===== src/cln_pkg.sv =====
// shared types, constants and init table for the character lcd nibble sequencer
package cln_pkg;

    localparam logic [2:0] OP_INIT     = 3'd0;
    localparam logic [2:0] OP_COMMAND  = 3'd1;
    localparam logic [2:0] OP_CHAR     = 3'd2;
    localparam logic [2:0] OP_NUMBER   = 3'd3;
    localparam logic [2:0] OP_POSITION = 3'd4;

    localparam logic [7:0] ROW0_BASE     = 8'h80;
    localparam logic [7:0] ROW1_BASE     = 8'hC0;
    localparam logic [7:0] DIGIT_BASE    = 8'd48;
    localparam logic [4:0] DECIMAL_RADIX = 5'd10;

    localparam logic [4:0] WAIT_NONE       = 5'd0;
    localparam logic [4:0] WAIT_INIT_SHORT = 5'd4;
    localparam logic [4:0] WAIT_INIT_LONG  = 5'd20;
    localparam logic [4:0] WAIT_POSITION   = 5'd1;

    localparam logic [2:0] INIT_SHORT_COUNT = 3'd3;
    localparam logic [2:0] INIT_LAST        = 3'd7;

    typedef enum logic [1:0] {
        JOB_INIT = 2'd0,
        JOB_BYTE = 2'd1,
        JOB_NUM  = 2'd2
    } t_job_kind;

    typedef struct packed {
        t_job_kind   kind;
        logic        rs;
        logic [31:0] data;
        logic [4:0]  wait_ms;
    } t_job;

    function automatic logic [7:0] init_byte(input logic [2:0] idx);
        logic [7:0] b;
        case (idx)
            3'd0:    b = 8'h03;
            3'd1:    b = 8'h03;
            3'd2:    b = 8'h03;
            3'd3:    b = 8'h02;
            3'd4:    b = 8'h28;
            3'd5:    b = 8'h01;
            3'd6:    b = 8'h06;
            3'd7:    b = 8'h0C;
            default: b = 8'h00;
        endcase
        return b;
    endfunction

endpackage


===== src/cln_front.sv =====
// request classifier: turns an accepted request into a job descriptor
module cln_front (
    input  logic          i_push,
    input  logic [2:0]    i_opcode,
    input  logic [31:0]   i_value,
    input  logic [5:0]    i_x_column,
    input  logic          i_y_row,
    input  logic          i_q_full,
    output logic          o_full,
    output logic          o_job_valid,
    output cln_pkg::t_job o_job
);
    import cln_pkg::*;

    logic       w_known;
    logic [7:0] w_pos_byte;

    assign w_pos_byte = (i_y_row ? ROW1_BASE : ROW0_BASE) + {2'b00, i_x_column};

    always_comb begin
        w_known       = 1'b1;
        o_job.kind    = JOB_BYTE;
        o_job.rs      = 1'b0;
        o_job.data    = {24'd0, i_value[7:0]};
        o_job.wait_ms = WAIT_NONE;
        case (i_opcode)
            OP_INIT: begin
                o_job.kind = JOB_INIT;
            end
            OP_COMMAND: begin
                o_job.rs = 1'b0;
            end
            OP_CHAR: begin
                o_job.rs = 1'b1;
            end
            OP_NUMBER: begin
                o_job.kind = JOB_NUM;
                o_job.rs   = 1'b1;
                o_job.data = i_value;
            end
            OP_POSITION: begin
                o_job.data    = {24'd0, w_pos_byte};
                o_job.wait_ms = WAIT_POSITION;
            end
            default: begin
                w_known = 1'b0;
            end
        endcase
    end

    assign o_full      = i_q_full;
    assign o_job_valid = i_push && !i_q_full && w_known;

endmodule


===== config.mk =====
export PLATFORM = sky130hd
export DESIGN_NAME = cln_front
export DESIGN_NICKNAME = d
export VERILOG_FILES = /design/src/cln_pkg.sv /design/src/cln_front.sv
export SDC_FILE = /design/constraint.sdc
export NUM_CORES = 1
export LEC_CHECK = 0
export BUFFER_PORTS_ARGS = -buffer_cell sky130_fd_sc_hd__buf_2
export CAP_MARGIN = 40
export CORE_MARGIN = 2
export CORE_UTILIZATION = 22
export DETAILED_ROUTE_END_ITERATION = 16
export GPL_TIMING_DRIVEN = 1
export PLACE_DENSITY = 0.79
export SLEW_MARGIN = 20
export SYNTH_ARGS = -nofsm -noshare
export SYNTH_HDL_FRONTEND = slang
export SYNTH_SLANG_ARGS = --single-unit

===== constraint.sdc =====
create_clock -name vclk -period 0.8
set_input_delay 0.08 -clock vclk [all_inputs]
set_output_delay 0.08 -clock vclk [all_outputs]
set_load 0.005 [all_outputs]

==> summary.txt, run 1 <==
Chip width -> 46.46 µm
Crit-path max cell delay -> 0.31 ns
Via-to-Cell Ratio -> 3.842
Final antenna-violating net count -> 0
Crit share post-route -> 1.329
Failing checks -> negative setup slack
Share of the synthesized area in the top cell type -> 0.3785
DRC violations left -> 0
Startpoint Class -> primary input
WL/cell -> 9.467 µm
CP max-delay cell -> mux2_4
Post-CTS setup buffer count -> 0
Initial Utilization -> 0.2322
Routed WL -> 1.439 mm
GRT Util Overall -> 0.1143
Status -> complete, but fails checks
# diodes -> 0
Core area -> 1708 µm²
Pins Over Slew Limit -> 0
# rows -> 15
Leakage -> 0.5609 nW
Crit Path Category -> primary input to output port
# setup viols final -> 33
Number of global-route vias before repair -> 447
Main combinational cell family by area after synthesis -> simple AND/OR/NAND/NOR gates
Layout cell share with drive strength beyond 1 -> 0.7480
RSZ-0062 raised after global routing -> true
Gr ovfl total -> 0
Period minus WS final -> 1.063 ns
CP Data Arrival Time -> 0.98 ns
Met3 routed WL -> 94 µm
Final hold vios -> 0
Sequential cell count -> 0
Synthesized-area fraction occupied by adder cells -> 0
CP Data Required Time -> 0.72 ns
Mapped Cells -> 48
Synth area leaders -> and2_1 (38%), mux2_4 (26%), buf_4 (9.5%)
Most frequent cells in the layout -> buf_2 (72), and2_1 (23), buf_6 (8)
Compound-cell area share of the yosys netlist -> 0.01262
Vias after detailed routing -> 584
Initial antenna violation count -> 0
Synth cell types -> 13
NumNets Final -> 173
Final WS setup -> -0.2631 ns
First-pass GRT wire length -> 1.904 mm
DR iter-0 viols -> 0
Die area -> 2159 µm²
M1 WL -> 423 µm
Sequential area share after synthesis -> 0
Post-synthesis simple-gate area fraction -> 0.5110
Synth warn -> 0
Area Overhead vs Synth -> 124.0%
Seq. cell area -> 0 µm²
CP endpoint kind -> output port
Total power -> 0.3620 mW
Worst vdd rail ir drop -> 183.2 µV
PwrDens -> 407.5 nW/µm²
Post-synthesis xor/xnor area fraction -> 0.02208
Post-Syn Area per Cell -> 8.263 µm²
Most common cell after layout, fill and taps aside -> buf_2
Multiplexer area fraction after synthesis -> 0.2650
Met2 Wirelength -> 921 µm
Post-route cell area -> 888.4 µm²
Hold buffer count at cts -> 0
Clock buffers -> 0
Uppermost routed layer -> met3
Synth area leader -> and2_1
IO Count -> 86
Hold WC Path Type -> primary input to output port
Placed Area -> 812.0 µm²
Cell Area, Synth -> 396.6 µm²
Crit path cell chain -> buf_8 -> nor3b_4 -> buf_12 -> mux2_4 -> buf_6
Pin count of the biggest net entering global routing -> 26
Height of the die -> 46.46 µm
Max-Cap Viols -> 0
Achievable Freq -> 0.9407 GHz
IO Port Bufs -> 82
Detailed placement HPWL -> 1.289 mm
Fillers -> 164
Drt first pass iters -> 1
CP Max Fanout -> 9
Final GP Congestion -> 0.6367
==> worst max-delay path: cells and delay by family <==
kind	cells	cell delay, ns
buf+inv	3	0.38
mux	1	0.31
simple gates	1	0.22
==> timing repair <==
| item | in CTS | in global routing |
|---|---|---|
| endpoints found under the setup margin | 34 | 34 |
| pin swaps | 1 | 2 |
| gates resized for setup | 10 | 7 |
| gates cloned | 0 | 0 |
| hold endpoints to repair | 0 | 0 |
==> kinds of logic after synthesis <==
family | after synthesis
mux | 7
buf+inv | 8
xor+xnor | 1
compound gates | 1
simple gates | 30
other cells | 1
==> per-stage QoR <==
| stage | hold slack [ns] | cells | util | setup WS (ns) | setup TNS [ns] |
|---|---|---|---|---|---|
| 6_report | 0.3367 | 152 | 0.5201 | -0.2631 | -4.977 |
| 5_1_grt | 0.3433 | 152 | 0.5201 | -0.3002 | -6.905 |
| 4_1_cts | 0.3395 | 152 | 0.5048 | -0.2529 | -5.097 |
| 3_5_place_dp | 0.3383 | 152 | 0.4755 | -0.2874 | -6.624 |
| 3_3_place_gp | 0.3405 | 152 | 0.4755 | -0.2755 | -5.574 |
| 2_1_floorplan | 0.1902 | 51 | - | -0.005885 | -0.04119 |
==> cell usage after synthesis <==
| master | number |
|---|---|
| and3b_1 | 1 |
| nand2b_1 | 1 |
| nor3b_2 | 1 |
| and2_1 | 24 |
| buf_6 | 3 |
| buf_4 | 5 |
| or2_1 | 1 |
| nor2b_1 | 1 |
| o21ai_0 | 1 |
| conb_1 | 1 |
| and3b_4 | 1 |
| mux2_4 | 7 |
| xnor2_1 | 1 |
==> cell type report <==
class              count  area (µm²)  area share
multi-input cells     43       349.1      0.3930
well taps             25       31.28     0.03521
repair buffers        84       508.0      0.5718
==> routing by layer <==
layer  vias to the layer above  track usage
met5                         -            0
met4                         0            0
met3                         0     0.003922
met2                        27       0.2472
met1                       256       0.1241
li1                        301            -
==> report_power, final <==
part | leakage [nW] | internal [mW] | total, mW | switching (mW)
Clock | 0 | 0 | 0 | 0
Combinational | 0.561 | 0.245 | 0.362 | 0.117
Sequential | 0 | 0 | 0 | 0
Total | 0.561 | 0.245 | 0.362 | 0.117
==> final timing paths <==
kind / depth (start not counted) / from / end / slack, ns
max: 5 / i_opcode[1] / o_job[9] / -0.26
min: 2 / i_q_full / o_full / 0.34
(Power assumes the default switching activity.)
==> run 2, diff against run 1 <==
--- a/config.mk
+++ b/config.mk
@@ -8,10 +8,10 @@
 export BUFFER_PORTS_ARGS = -buffer_cell sky130_fd_sc_hd__buf_2
 export CAP_MARGIN = 40
 export CORE_MARGIN = 2
-export CORE_UTILIZATION = 22
+export CORE_UTILIZATION = 25
 export DETAILED_ROUTE_END_ITERATION = 16
-export GPL_TIMING_DRIVEN = 1
-export PLACE_DENSITY = 0.79
+export GPL_TIMING_DRIVEN = 0
+export PLACE_DENSITY = 0.85
 export SLEW_MARGIN = 20
 export SYNTH_ARGS = -nofsm -noshare
 export SYNTH_HDL_FRONTEND = slang
==> constraint.sdc (replaced) <==
create_clock -name vclk -period 1
set_input_delay 0.1 -clock vclk [all_inputs]
set_output_delay 0.1 -clock vclk [all_outputs]
set_load 0.005 [all_outputs]
==> summary.txt, run 2 (same netlist as run 1, synthesis figures left out) <==
Final hold vios -> 0
Met3 routed WL -> 189 µm
Clock power share -> 0
Final WS setup -> -0.09855 ns
Via-to-Cell Ratio -> 4.174
Failing checks -> negative setup slack
NumNets Final -> 185
Leakage -> 0.6414 nW
Startpoint Class -> primary input
RSZ-0062 raised after global routing -> true
Routed WL -> 1.639 mm
Sequential share of power -> 0
Hold slack -> 0.4425 ns
Switching Share -> 0.3116
Seq. cell area -> 0 µm²
Total power -> 0.3395 mW
Final cell count without fillers -> 155
Area Overhead vs Synth -> 162.1%
Sequential cell count -> 0
Comb power frac -> 1.000
Gr ovfl total -> 0
Pin count of the biggest net entering global routing -> 8
M1 WL -> 463 µm
Final antenna-violating net count -> 0
# setup viols final -> 30
Psw -> 0.1058 mW
DRC violations left -> 0
Core area -> 1489 µm²
Die area -> 1921 µm²
Vias after detailed routing -> 647
WL/cell -> 10.57 µm
Fillers -> 108
Placed insts -> 149
Met2 Wirelength -> 971 µm
Achievable Freq -> 0.9103 GHz
Crit Path Category -> primary input to output port
Setup slack at placement -> -0.1337 ns
Most frequent cells in the layout -> buf_2 (65), buf_6 (21), and2_1 (14)
Hold buffer count at cts -> 0
Initial antenna violation count -> 0
Drt first pass iters -> 1
IO Port Bufs -> 82
Layout cell share with drive strength beyond 1 -> 0.8273
Chip width -> 43.83 µm
CP Data Arrival Time -> 1.00 ns
Hold WC Path Type -> primary input to output port
IO Count -> 86
CP endpoint kind -> output port
Clock buffers -> 0
DR iter-0 viols -> 0
Final Util -> 0.6983
Final GP Congestion -> 0.6425
CP Max Fanout -> 5
# rows -> 14
First-pass GRT wire length -> 2.139 mm
Height of the die -> 43.83 µm
Multi-input gate area -> 367.9 µm²
GRT Util Overall -> 0.1384
Number of global-route vias before repair -> 568
Worst vdd rail ir drop -> 192.8 µV
Int Power -> 0.2337 mW
Max-Cap Viols -> 0
Most common cell after layout, fill and taps aside -> buf_2
Pins Over Slew Limit -> 0
Uppermost routed layer -> met4
# diodes -> 0
Period minus WS final -> 1.099 ns
PwrDens -> 326.5 nW/µm²
Crit share post-route -> 1.099
Status -> complete, but fails checks
CP Data Required Time -> 0.90 ns
Initial Utilization -> 0.2664
==> run 2: worst paths after layout <==
path | from | endpoint | slack (ns) | cells past startpoint
max | i_opcode[0] | o_job[5] | -0.1 | 5
min | i_opcode[2] | o_job[37] | 0.44 | 3
==> run 2: power by group through the flow <==
stage	clock, mW	sequential, mW	combinational [mW]
after floorplan	0	0	0.116
after global placement	0	0	0.255
after detailed placement	0	0	0.261
after CTS	0	0	0.319
after global routing	0	0	0.366
final	0	0	0.339
==> run 2: what timing repair did <==
item                                    in CTS  in global routing
resized for setup                           22                 15
gates cloned                                 3                  0
endpoints found under the setup margin      26                 30
pin swaps                                    2                  0
setup buffers                                3                  0
==> run 2: metal layers <==
metal,global-route usage,vias up
met2,0.3235,46
li1,-,326
met5,0,-
met1,0.1235,273
met4,0,0
met3,0.01667,2
==> run 2: cell type report <==
cell class,count,area share
Multi-Input combinational cell,43,0.3538
Tap cell,16,0.01925
Buffer,8,0.06859
Timing Repair Buffer,88,0.5584
==> run 2: critical path, stage by stage <==
cell,delay (ns)
buf_8,0.10
nor3b_4,0.22
buf_6,0.16
mux2_4,0.30
buf_6,0.11
==> run 2: metrics by stage <==
stage	setup TNS, ns	instance area, µm²
floorplan	0	407.9
global placement	-0.8831	838.3
detailed placement	-1.075	838.3
CTS	-1.281	977.2
global route	-2.040	1040
finish	-1.174	1040
