$ cat config.mk
export PLATFORM = sky130hd
export DESIGN_NAME = cln_job_queue
export DESIGN_NICKNAME = d
export VERILOG_FILES = /design/src/cln_pkg.sv /design/src/cln_job_queue.sv
export SDC_FILE = /design/constraint.sdc
export NUM_CORES = 1
export LEC_CHECK = 0
export BUFFER_PORTS_ARGS = -buffer_cell sky130_fd_sc_hd__buf_2
export CORE_MARGIN = 3
export CORE_UTILIZATION = 54
export CTS_CLUSTER_DIAMETER = 120
export DETAILED_ROUTE_END_ITERATION = 6
export PLACE_DENSITY = 0.92
export SETUP_SLACK_MARGIN = 0.4
export SLEW_MARGIN = 20
export SYNTH_ARGS = -nofsm -noshare
export SYNTH_HDL_FRONTEND = slang
export SYNTH_SLANG_ARGS = --single-unit
export TNS_END_PERCENT = 10
$ cat constraint.sdc
create_clock -name i_clk -period 6.51 [get_ports i_clk]
set_input_delay 1.302 -clock i_clk [delete_from_list [all_inputs] [get_ports i_clk]]
set_output_delay 1.302 -clock i_clk [all_outputs]
set_load 0.05 [all_outputs]
$ cat src/cln_pkg.sv
// shared types, constants and init table for the character lcd nibble sequencer
package cln_pkg;

    localparam logic [2:0] OP_INIT     = 3'd0;
    localparam logic [2:0] OP_COMMAND  = 3'd1;
    localparam logic [2:0] OP_CHAR     = 3'd2;
    localparam logic [2:0] OP_NUMBER   = 3'd3;
    localparam logic [2:0] OP_POSITION = 3'd4;

    localparam logic [7:0] ROW0_BASE     = 8'h80;
    localparam logic [7:0] ROW1_BASE     = 8'hC0;
    localparam logic [7:0] DIGIT_BASE    = 8'd48;
    localparam logic [4:0] DECIMAL_RADIX = 5'd10;

    localparam logic [4:0] WAIT_NONE       = 5'd0;
    localparam logic [4:0] WAIT_INIT_SHORT = 5'd4;
    localparam logic [4:0] WAIT_INIT_LONG  = 5'd20;
    localparam logic [4:0] WAIT_POSITION   = 5'd1;

    localparam logic [2:0] INIT_SHORT_COUNT = 3'd3;
    localparam logic [2:0] INIT_LAST        = 3'd7;

    typedef enum logic [1:0] {
        JOB_INIT = 2'd0,
        JOB_BYTE = 2'd1,
        JOB_NUM  = 2'd2
    } t_job_kind;

    typedef struct packed {
        t_job_kind   kind;
        logic        rs;
        logic [31:0] data;
        logic [4:0]  wait_ms;
    } t_job;

    function automatic logic [7:0] init_byte(input logic [2:0] idx);
        logic [7:0] b;
        case (idx)
            3'd0:    b = 8'h03;
            3'd1:    b = 8'h03;
            3'd2:    b = 8'h03;
            3'd3:    b = 8'h02;
            3'd4:    b = 8'h28;
            3'd5:    b = 8'h01;
            3'd6:    b = 8'h06;
            3'd7:    b = 8'h0C;
            default: b = 8'h00;
        endcase
        return b;
    endfunction

endpackage

$ cat src/cln_job_queue.sv
// two-entry job queue between classifier and sequencer
module cln_job_queue (
    input  logic          i_clk,
    input  logic          i_rst_n,
    input  logic          i_wr,
    input  cln_pkg::t_job i_job,
    input  logic          i_rd,
    output logic          o_full,
    output logic          o_not_empty,
    output cln_pkg::t_job o_job
);
    import cln_pkg::*;

    t_job       r_mem [2];
    logic       r_wr_ptr;
    logic       r_rd_ptr;
    logic [1:0] r_count;
    logic       n_wr_ptr;
    logic       n_rd_ptr;
    logic [1:0] n_count;
    logic       w_wr;
    logic       w_rd;

    assign o_full      = (r_count == 2'd2);
    assign o_not_empty = (r_count != 2'd0);
    assign o_job       = r_mem[r_rd_ptr];
    assign w_wr        = i_wr && !o_full;
    assign w_rd        = i_rd && o_not_empty;

    always_comb begin
        n_wr_ptr = w_wr ? !r_wr_ptr : r_wr_ptr;
        n_rd_ptr = w_rd ? !r_rd_ptr : r_rd_ptr;
        n_count  = r_count;
        if (w_wr && !w_rd) begin
            n_count = r_count + 2'd1;
        end else if (w_rd && !w_wr) begin
            n_count = r_count - 2'd1;
        end
    end

    always_ff @(posedge i_clk) begin
        if (!i_rst_n) begin
            r_wr_ptr <= 1'b0;
            r_rd_ptr <= 1'b0;
            r_count  <= 2'd0;
        end else begin
            r_wr_ptr <= n_wr_ptr;
            r_rd_ptr <= n_rd_ptr;
            r_count  <= n_count;
        end
    end

    always_ff @(posedge i_clk) begin
        if (w_wr) begin
            r_mem[r_wr_ptr] <= i_job;
        end
    end

endmodule

==> impl_table.tex, run 1 <==
\begin{tabular}{lr}
\hline
Metric & Value \\
\hline
\multicolumn{2}{l}{\textbf{Logic synthesis}} \\
\quad Ys flop type & sky130\_fd\_sc\_hd\_\_edfxtp\_1 \\
\quad Portion of the post-synthesis area used by sequential elements & 80.5\% \\
\quad Cell type with the largest total area after synthesis & sky130\_fd\_sc\_hd\_\_edfxtp\_1 \\
\quad Dominant combinational cell family by area after synthesis & multiplexers \\
\quad Post-synthesis compound-gate area fraction & 1.05\% \\
\quad Post-synthesis area per instance & 20.9 um\^{}2 \\
\quad Distinct cell type count after synthesis & 21 \\
\quad Commonest cells in the netlist & sky130\_fd\_sc\_hd\_\_edfxtp\_1 (80), sky130\_fd\_sc\_hd\_\_mux2\_2 (40), sky130\_fd\_sc\_hd\_\_dfxtp\_1 (5) \\
\quad Top-area cell type share of the netlist area & 77.3\% \\
\quad Most common cell in the netlist & sky130\_fd\_sc\_hd\_\_edfxtp\_1 \\
\quad Async set-reset flop share out of synthesis & 0\% \\
\quad Net Count, Synth & 194 \\
\quad Total standard cell area after synthesis & 3110 um\^{}2 \\
\quad Count of warnings emitted by yosys & 0 \\
\quad EDFF count, synth & 80 \\
\quad Simple-gate area share of the yosys netlist & 1.85\% \\
\quad Adder-cell area share of the yosys netlist & 0.402\% \\
\quad Syn Inst Count & 149 \\
\quad XOR/XNOR share of the synthesized area & 0.845\% \\
\quad Post-synthesis sequential element count & 85 \\
\quad Mux contribution to synthesized area & 14.5\% \\
\quad Ranking of synthesized cells by area & sky130\_fd\_sc\_hd\_\_edfxtp\_1 (77\%), sky130\_fd\_sc\_hd\_\_mux2\_2 (14\%), sky130\_fd\_sc\_hd\_\_dfxtp\_1 (3.2\%) \\
\multicolumn{2}{l}{\textbf{Setup path}} \\
\quad CP Cell Sequence & mux2\_2, buf\_2 \\
\quad Worst endpoint data arrival time & 1.91 ns \\
\quad R2R Path Start & r\_count[0] \\
\quad Reg2reg end & r\_mem[0][5] \\
\quad CP max stage cell & sky130\_fd\_sc\_hd\_\_dfxtp\_2 \\
\quad Kind of critical path & flip-flop to output pin \\
\quad Highest fanout seen on the critical path & 40 \\
\quad Crit end category & output pin \\
\quad Setup crit start kind & flip-flop \\
\quad FF-to-FF setup slack & 4.35 ns \\
\quad Worst endpoint required time & 5.21 ns \\
\quad R2r worst-path depth & 4 \\
\quad Highest cell delay on the worst timing path & 0.92 ns \\
\multicolumn{2}{l}{\textbf{Global route}} \\
\quad All-Layer GR Usage & 16.4\% \\
\quad Antenna violations before repair & 0 \\
\quad Congestion Overflow GR & 0 \\
\quad Global-route wire length before repair & 7890 um \\
\quad Maximum number of pins on one net before global-route repair & 41 \\
\quad Via count of the first global-routing pass & 1692 \\
\multicolumn{2}{l}{\textbf{STA}} \\
\quad Setup TNS & 0 ns \\
\quad Achievable frequency & 311 MHz \\
\quad Setup violation total in the final timing report & 0 \\
\quad Slew at the pin with the worst max-slew slack & 0.971 ns \\
\quad Fin crit share & 49.4\% \\
\quad Worst hold slack after final layout & 0.521 ns \\
\quad Headroom to the max-slew limit & 35.1\% \\
\quad Total count of hold-check failures in the final report & 0 \\
\quad Post-route minimum period & 3.22 ns \\
\quad Slack of the critical path & 3.29 ns \\
\quad Final slew viol count & 0 \\
\quad Post-route clock skew & 0.00892 ns \\
\quad Unrepaired setup endpoints after global routing & no \\
\multicolumn{2}{l}{\textbf{Place}} \\
\quad Placed Instances & 303 \\
\quad Post-DP Area & 3620 um\^{}2 \\
\quad Routability Congestion & 0.725 \\
\quad Placed wire-length estimate after detailed placement & 3380 um \\
\quad Post-placement worst setup slack & 3.42 ns \\
\quad Number of port buffers & 85 \\
\multicolumn{2}{l}{\textbf{Die}} \\
\quad Initial Util & 56.1\% \\
\quad Floorplan die width & 81.9 um \\
\quad Top-Level Pins & 86 \\
\quad Rows & 27 \\
\quad Core Area & 5540 um\^{}2 \\
\quad Die outline area & 6700 um\^{}2 \\
\quad Chip Height & 81.9 um \\
\multicolumn{2}{l}{\textbf{Pwr}} \\
\quad Total net switching power & 0.650 mW \\
\quad Fraction of power consumed by sequential logic & 42.3\% \\
\quad Worst IR Drop VDD & 405 uV \\
\quad Portion of total power attributed to combinational logic & 34.6\% \\
\quad Cell-internal power & 1.10 mW \\
\quad Total power & 1.75 mW \\
\quad Leakage power total & 1.46 nW \\
\quad Clock network fraction of design power & 23.0\% \\
\quad Power per unit of standard cell area & 456 nW/um\^{}2 \\
\quad Sw Share & 37.1\% \\
\multicolumn{2}{l}{\textbf{Flow run}} \\
\quad Max-cap violations & 0 \\
\multicolumn{2}{l}{\textbf{Min path}} \\
\quad WHS Endpoint & r\_count[1] \\
\quad Kind of path behind the tightest hold check & flip-flop to flip-flop \\
\quad Hold path start & r\_count[1] \\
\quad Number of instances on the worst hold path & 2 \\
\multicolumn{2}{l}{\textbf{Final layout}} \\
\quad Layout Utilization & 69.4\% \\
\quad Final layout net count & 287 \\
\quad Post-route insts no fill & 319 \\
\quad Diodes inserted & 0 \\
\quad Area Growth Syn to Fin & 23.7\% \\
\quad Area of all placed cells without fillers & 3850 um\^{}2 \\
\quad Share of final-layout standard cells stronger than drive strength 1 & 59.1\% \\
\multicolumn{2}{l}{\textbf{Route}} \\
\quad Per-cell routed wire length & 16.2 um \\
\quad Top layer reached by signal wires & met4 \\
\quad Via-to-Cell Ratio & 4.96 \\
\quad Length of routed wiring on met1 & 2060 um \\
\quad Initial drt markers & 80 \\
\quad Antenna viol nets, final & 0 \\
\quad Routed via count & 1583 \\
\quad Number of detailed-route iterations in the first pass & 4 \\
\quad Routed Wire Length & 5150 um \\
\quad Drt drc & 0 \\
\quad Met3 wirelength from detailed routing & 298 um \\
\quad Routed length on met2 & 2700 um \\
\multicolumn{2}{l}{\textbf{Clocking}} \\
\quad TritonCTS clock tree & built \\
\quad Number of buffers created by CTS & 9 \\
\quad Root Buffer Master & sky130\_fd\_sc\_hd\_\_clkbuf\_8 \\
\quad Maximum buffer depth of the clock tree & 2 \\
\quad Post-cts resize count & 0 \\
\quad Clock network latency to the later pin of the worst-skew pair & 0.33 ns \\
\quad Clock input transition at the sequential cells of the worst setup and hold paths & 0.08 ns \\
\quad Number of sinks on the clock net & 85 \\
\quad CTS hold repair buffers & 0 \\
\quad Depth of the CTS H-tree & 3 \\
\quad Total setup buffers inserted after CTS & 0 \\
\multicolumn{2}{l}{\textbf{Run status}} \\
\quad Result of the run & finished, final reports clean \\
\hline
\end{tabular}
[power groups by stage]
| stage | Sequential, mW | Combinational [mW] | Clock [mW] |
|---|---|---|---|
| 2_1_floorplan | 0.718 | 0.518 | 0 |
| 3_3_place_gp | 0.752 | 0.607 | 0 |
| 3_5_place_dp | 0.757 | 0.612 | 0 |
| 4_1_cts | 0.745 | 0.615 | 0.413 |
| 5_1_grt | 0.753 | 0.639 | 0.440 |
| 6_report | 0.743 | 0.608 | 0.404 |
[registers in the layout, indices dropped and copies added, names as in the netlist, named ones only]
signal and count:
r_count 2, r_mem 80, r_wr_ptr 1, r_rd_ptr 1
[layout by cell type (no fill, tap or decap), drive strengths merged]
| master | instances |
|---|---|
| clkbuf | 12 |
| xor2 | 1 |
| nor3 | 1 |
| ha | 1 |
| o21ai | 2 |
| or3 | 1 |
| and3 | 1 |
| dfxtp | 5 |
| mux2 | 40 |
| o21a | 1 |
| edfxtp | 80 |
| a21boi | 2 |
| bufinv | 2 |
| xnor2 | 2 |
| or2 | 1 |
| clkinv | 2 |
| nand2b | 1 |
| inv | 2 |
| nor2 | 1 |
| buf | 86 |
| and2 | 3 |
[routing by layer]
layer | GRT usage (%) | vias up
li1 | - | 764
met1 | 19.4 | 763
met2 | 27.9 | 46
met3 | 3.95 | 10
met4 | 7.97 | 0
met5 | 0 | -
[worst max path at each step]
stage	endpoint	slack (ns)	cells past startpoint
finish	o_job[26]	3.29	2
global route	o_job[23]	3.20	2
CTS	o_job[23]	3.25	2
detailed placement	r_mem[0][23]	3.42	4
global placement	r_mem[0][27]	3.48	4
floorplan	r_mem[0][0]	3.10	2
[critical path, delay by kind of cell (launching register included)]
family / cells / cell delay, ns
buffers and inverters: 1 / 0.21
flip-flops: 1 / 0.92
multiplexers: 1 / 0.42
[cells by family after synthesis]
family	after synthesis
DFF	85
muxes	40
and+or+nand+nor	9
buffers and inverters	6
AOI/OAI and AO/OA	5
xor gates and xnor gates	3
adders and majority gates	1
[cell type report]
cell class              instances  area [um^2]
clock buffers                  12          155
clock inverters                 4         70.1
fillers                       371         1690
inverters                       2         7.51
multi-input cells              58          587
flip-flops and latches         85         2500
well taps                      72         90.1
repair buffers                 86          433
Note: power is estimated with default switching activity, not from simulation.
==> inputs of run 2 (changes only) <==
Settings changed: CORE_UTILIZATION 54 to 46, PLACE_DENSITY 0.92 to 0.84.
Clock period 6.51 ns to 2.71 ns, I/O delays scaled along.
==> impl_table.tex, run 2 (same netlist as run 1, synthesis figures left out) <==
\begin{tabular}{lr}
\hline
Metric & Value \\
\hline
\multicolumn{2}{l}{\textbf{Route}} \\
\quad Number of detailed-route iterations in the first pass & 4 \\
\quad Via-to-Cell Ratio & 4.83 \\
\quad Antenna viol nets, final & 0 \\
\quad Drt drc & 0 \\
\quad Routed via count & 1590 \\
\quad Per-cell routed wire length & 15.1 um \\
\quad Routed Wire Length & 4960 um \\
\quad Initial drt markers & 55 \\
\multicolumn{2}{l}{\textbf{Clocking}} \\
\quad Number of sinks on the clock net & 85 \\
\quad Clock network latency to the later pin of the worst-skew pair & 0.34 ns \\
\quad Depth of the CTS H-tree & 3 \\
\quad Number of buffers created by CTS & 9 \\
\quad TritonCTS clock tree & built \\
\quad Maximum buffer depth of the clock tree & 2 \\
\quad Root Buffer Master & sky130\_fd\_sc\_hd\_\_clkbuf\_8 \\
\quad Clock input transition at the sequential cells of the worst setup and hold paths & 0.08 ns \\
\multicolumn{2}{l}{\textbf{Setup path}} \\
\quad Crit end category & output pin \\
\quad Worst endpoint required time & 2.17 ns \\
\quad Worst endpoint data arrival time & 1.52 ns \\
\quad Highest fanout seen on the critical path & 15 \\
\quad Kind of critical path & flip-flop to output pin \\
\quad Setup crit start kind & flip-flop \\
\multicolumn{2}{l}{\textbf{STA}} \\
\quad Slack of the critical path & 0.651 ns \\
\quad Total count of hold-check failures in the final report & 0 \\
\quad Setup TNS & 0 ns \\
\quad Fin crit share & 76.0\% \\
\quad Unrepaired setup endpoints after global routing & no \\
\quad Achievable frequency & 486 MHz \\
\quad Post-route clock skew & 0.00913 ns \\
\quad Final slew viol count & 0 \\
\quad Setup violation total in the final timing report & 0 \\
\quad Post-route minimum period & 2.06 ns \\
\quad Headroom to the max-slew limit & 64.5\% \\
\quad Slew at the pin with the worst max-slew slack & 0.532 ns \\
\multicolumn{2}{l}{\textbf{Final layout}} \\
\quad Biggest register & r\_mem \\
\quad Diodes inserted & 0 \\
\quad Layout Utilization & 60.0\% \\
\quad Most used cells in the layout excluding fill and tap cells & sky130\_fd\_sc\_hd\_\_buf\_2 (85), sky130\_fd\_sc\_hd\_\_edfxtp\_1 (80), sky130\_fd\_sc\_hd\_\_mux2\_2 (40), sky130\_fd\_sc\_hd\_\_clkbuf\_8 (11), sky130\_fd\_sc\_hd\_\_buf\_4 (5) \\
\quad Final layout net count & 292 \\
\quad Total of fill cells in the finished design & 506 \\
\quad Max FFs per register & 80 \\
\quad Leading cell type in the layout, fill and taps excluded & sky130\_fd\_sc\_hd\_\_buf\_2 \\
\quad Area Growth Syn to Fin & 24.7\% \\
\quad Largest registers in the final layout & r\_mem (80), r\_count (2) \\
\quad Share of final-layout standard cells stronger than drive strength 1 & 59.1\% \\
\multicolumn{2}{l}{\textbf{Global route}} \\
\quad Via count of the first global-routing pass & 1537 \\
\quad Maximum number of pins on one net before global-route repair & 41 \\
\quad Congestion Overflow GR & 0 \\
\quad Antenna violations before repair & 0 \\
\quad Global-route wire length before repair & 7260 um \\
\quad All-Layer GR Usage & 12.9\% \\
\multicolumn{2}{l}{\textbf{Min path}} \\
\quad Kind of path behind the tightest hold check & input pin to flip-flop \\
\multicolumn{2}{l}{\textbf{Place}} \\
\quad Number of port buffers & 85 \\
\quad Post-placement worst setup slack & 0.689 ns \\
\quad Placed wire-length estimate after detailed placement & 3270 um \\
\quad Routability Congestion & 0.647 \\
\multicolumn{2}{l}{\textbf{Die}} \\
\quad Floorplan die width & 88.2 um \\
\quad Top-Level Pins & 86 \\
\quad Initial Util & 48.1\% \\
\quad Rows & 29 \\
\quad Core Area & 6460 um\^{}2 \\
\quad Die outline area & 7780 um\^{}2 \\
\quad Chip Height & 88.2 um \\
\multicolumn{2}{l}{\textbf{Pwr}} \\
\quad Worst IR Drop VDD & 749 uV \\
\quad Leakage power total & 1.47 nW \\
\quad Power per unit of standard cell area & 1070 nW/um\^{}2 \\
\quad Total power & 4.16 mW \\
\multicolumn{2}{l}{\textbf{Run status}} \\
\quad Result of the run & finished, final reports clean \\
\multicolumn{2}{l}{\textbf{Flow run}} \\
\quad Max-cap violations & 0 \\
\hline
\end{tabular}
## run 2: cell count changes in the layout (fill, tap and decap cells not counted)
cell	delta
sky130_fd_sc_hd__buf_12	+1
sky130_fd_sc_hd__dfxtp_4	+1
sky130_fd_sc_hd__buf_4	+4
sky130_fd_sc_hd__clkinv_2	-1
sky130_fd_sc_hd__dfxtp_2	-1
sky130_fd_sc_hd__clkbuf_1	+2
sky130_fd_sc_hd__bufinv_16	-1
## run 2: final cells by class
class                           instances  area [um^2]  area share, %
Timing Repair Buffer                   91          483           12.5
Tap cell                               77         96.3           2.48
Clock buffer                           14          163           4.19
Clock inverter                          2         35.0          0.904
Sequential cell                        85         2510           64.6
Multi-Input combinational cell         58          587           15.1
Inverter                                2         7.51          0.194
## run 2: metal layers
metal	vias up	wire length [um]	GRT usage, %
met1	758	2080	14.8
met2	49	2470	20.5
li1	777	-	-
met5	-	0	0
met3	6	350	6.33
met4	0	50	5.77
## run 2: critical path, stage by stage (launching register included)
cell	delay, ns
sky130_fd_sc_hd__dfxtp_4	0.37
sky130_fd_sc_hd__buf_4	0.23
sky130_fd_sc_hd__mux2_2	0.37
sky130_fd_sc_hd__buf_2	0.21
## run 2: what timing repair did
| action | 4_1_cts | 5_1_grt |
|---|---|---|
| pin swaps | 0 | 0 |
| resized for setup | 1 | 0 |
| setup endpoints to repair | 24 | 1 |
| hold buffers | 0 | 0 |
| buffers inserted | 0 | 2 |
## run 2: worst paths after layout
path / cells after the start / slack, ns / to / startpoint
worst min-delay path: 1 / 0.39 / r_mem[1][37] / i_job[37]
worst max register to register: 3 / 1.02 / r_mem[1][25] / r_count[0]
worst min register to register: 2 / 0.55 / r_count[1] / r_count[1]
worst max-delay path: 3 / 0.65 / o_job[23] / flip-flop
## run 2: power by group
part / leakage, nW / switching (mW) / internal, mW
logic: 0.581 / 1.10 / 0.462
clock network: 0.101 / 0.399 / 0.477
registers: 0.789 / 0.0611 / 1.65
total: 1.47 / 1.56 / 2.59
## run 2: through the flow
stage	instances	hold slack [ns]	cell area, um^2
after floorplan	149	0.479	3120
after global placement	311	0.498	3660
after detailed placement	311	0.529	3660
after CTS	327	0.366	3860
after global routing	329	0.364	3880
final	329	0.388	3880
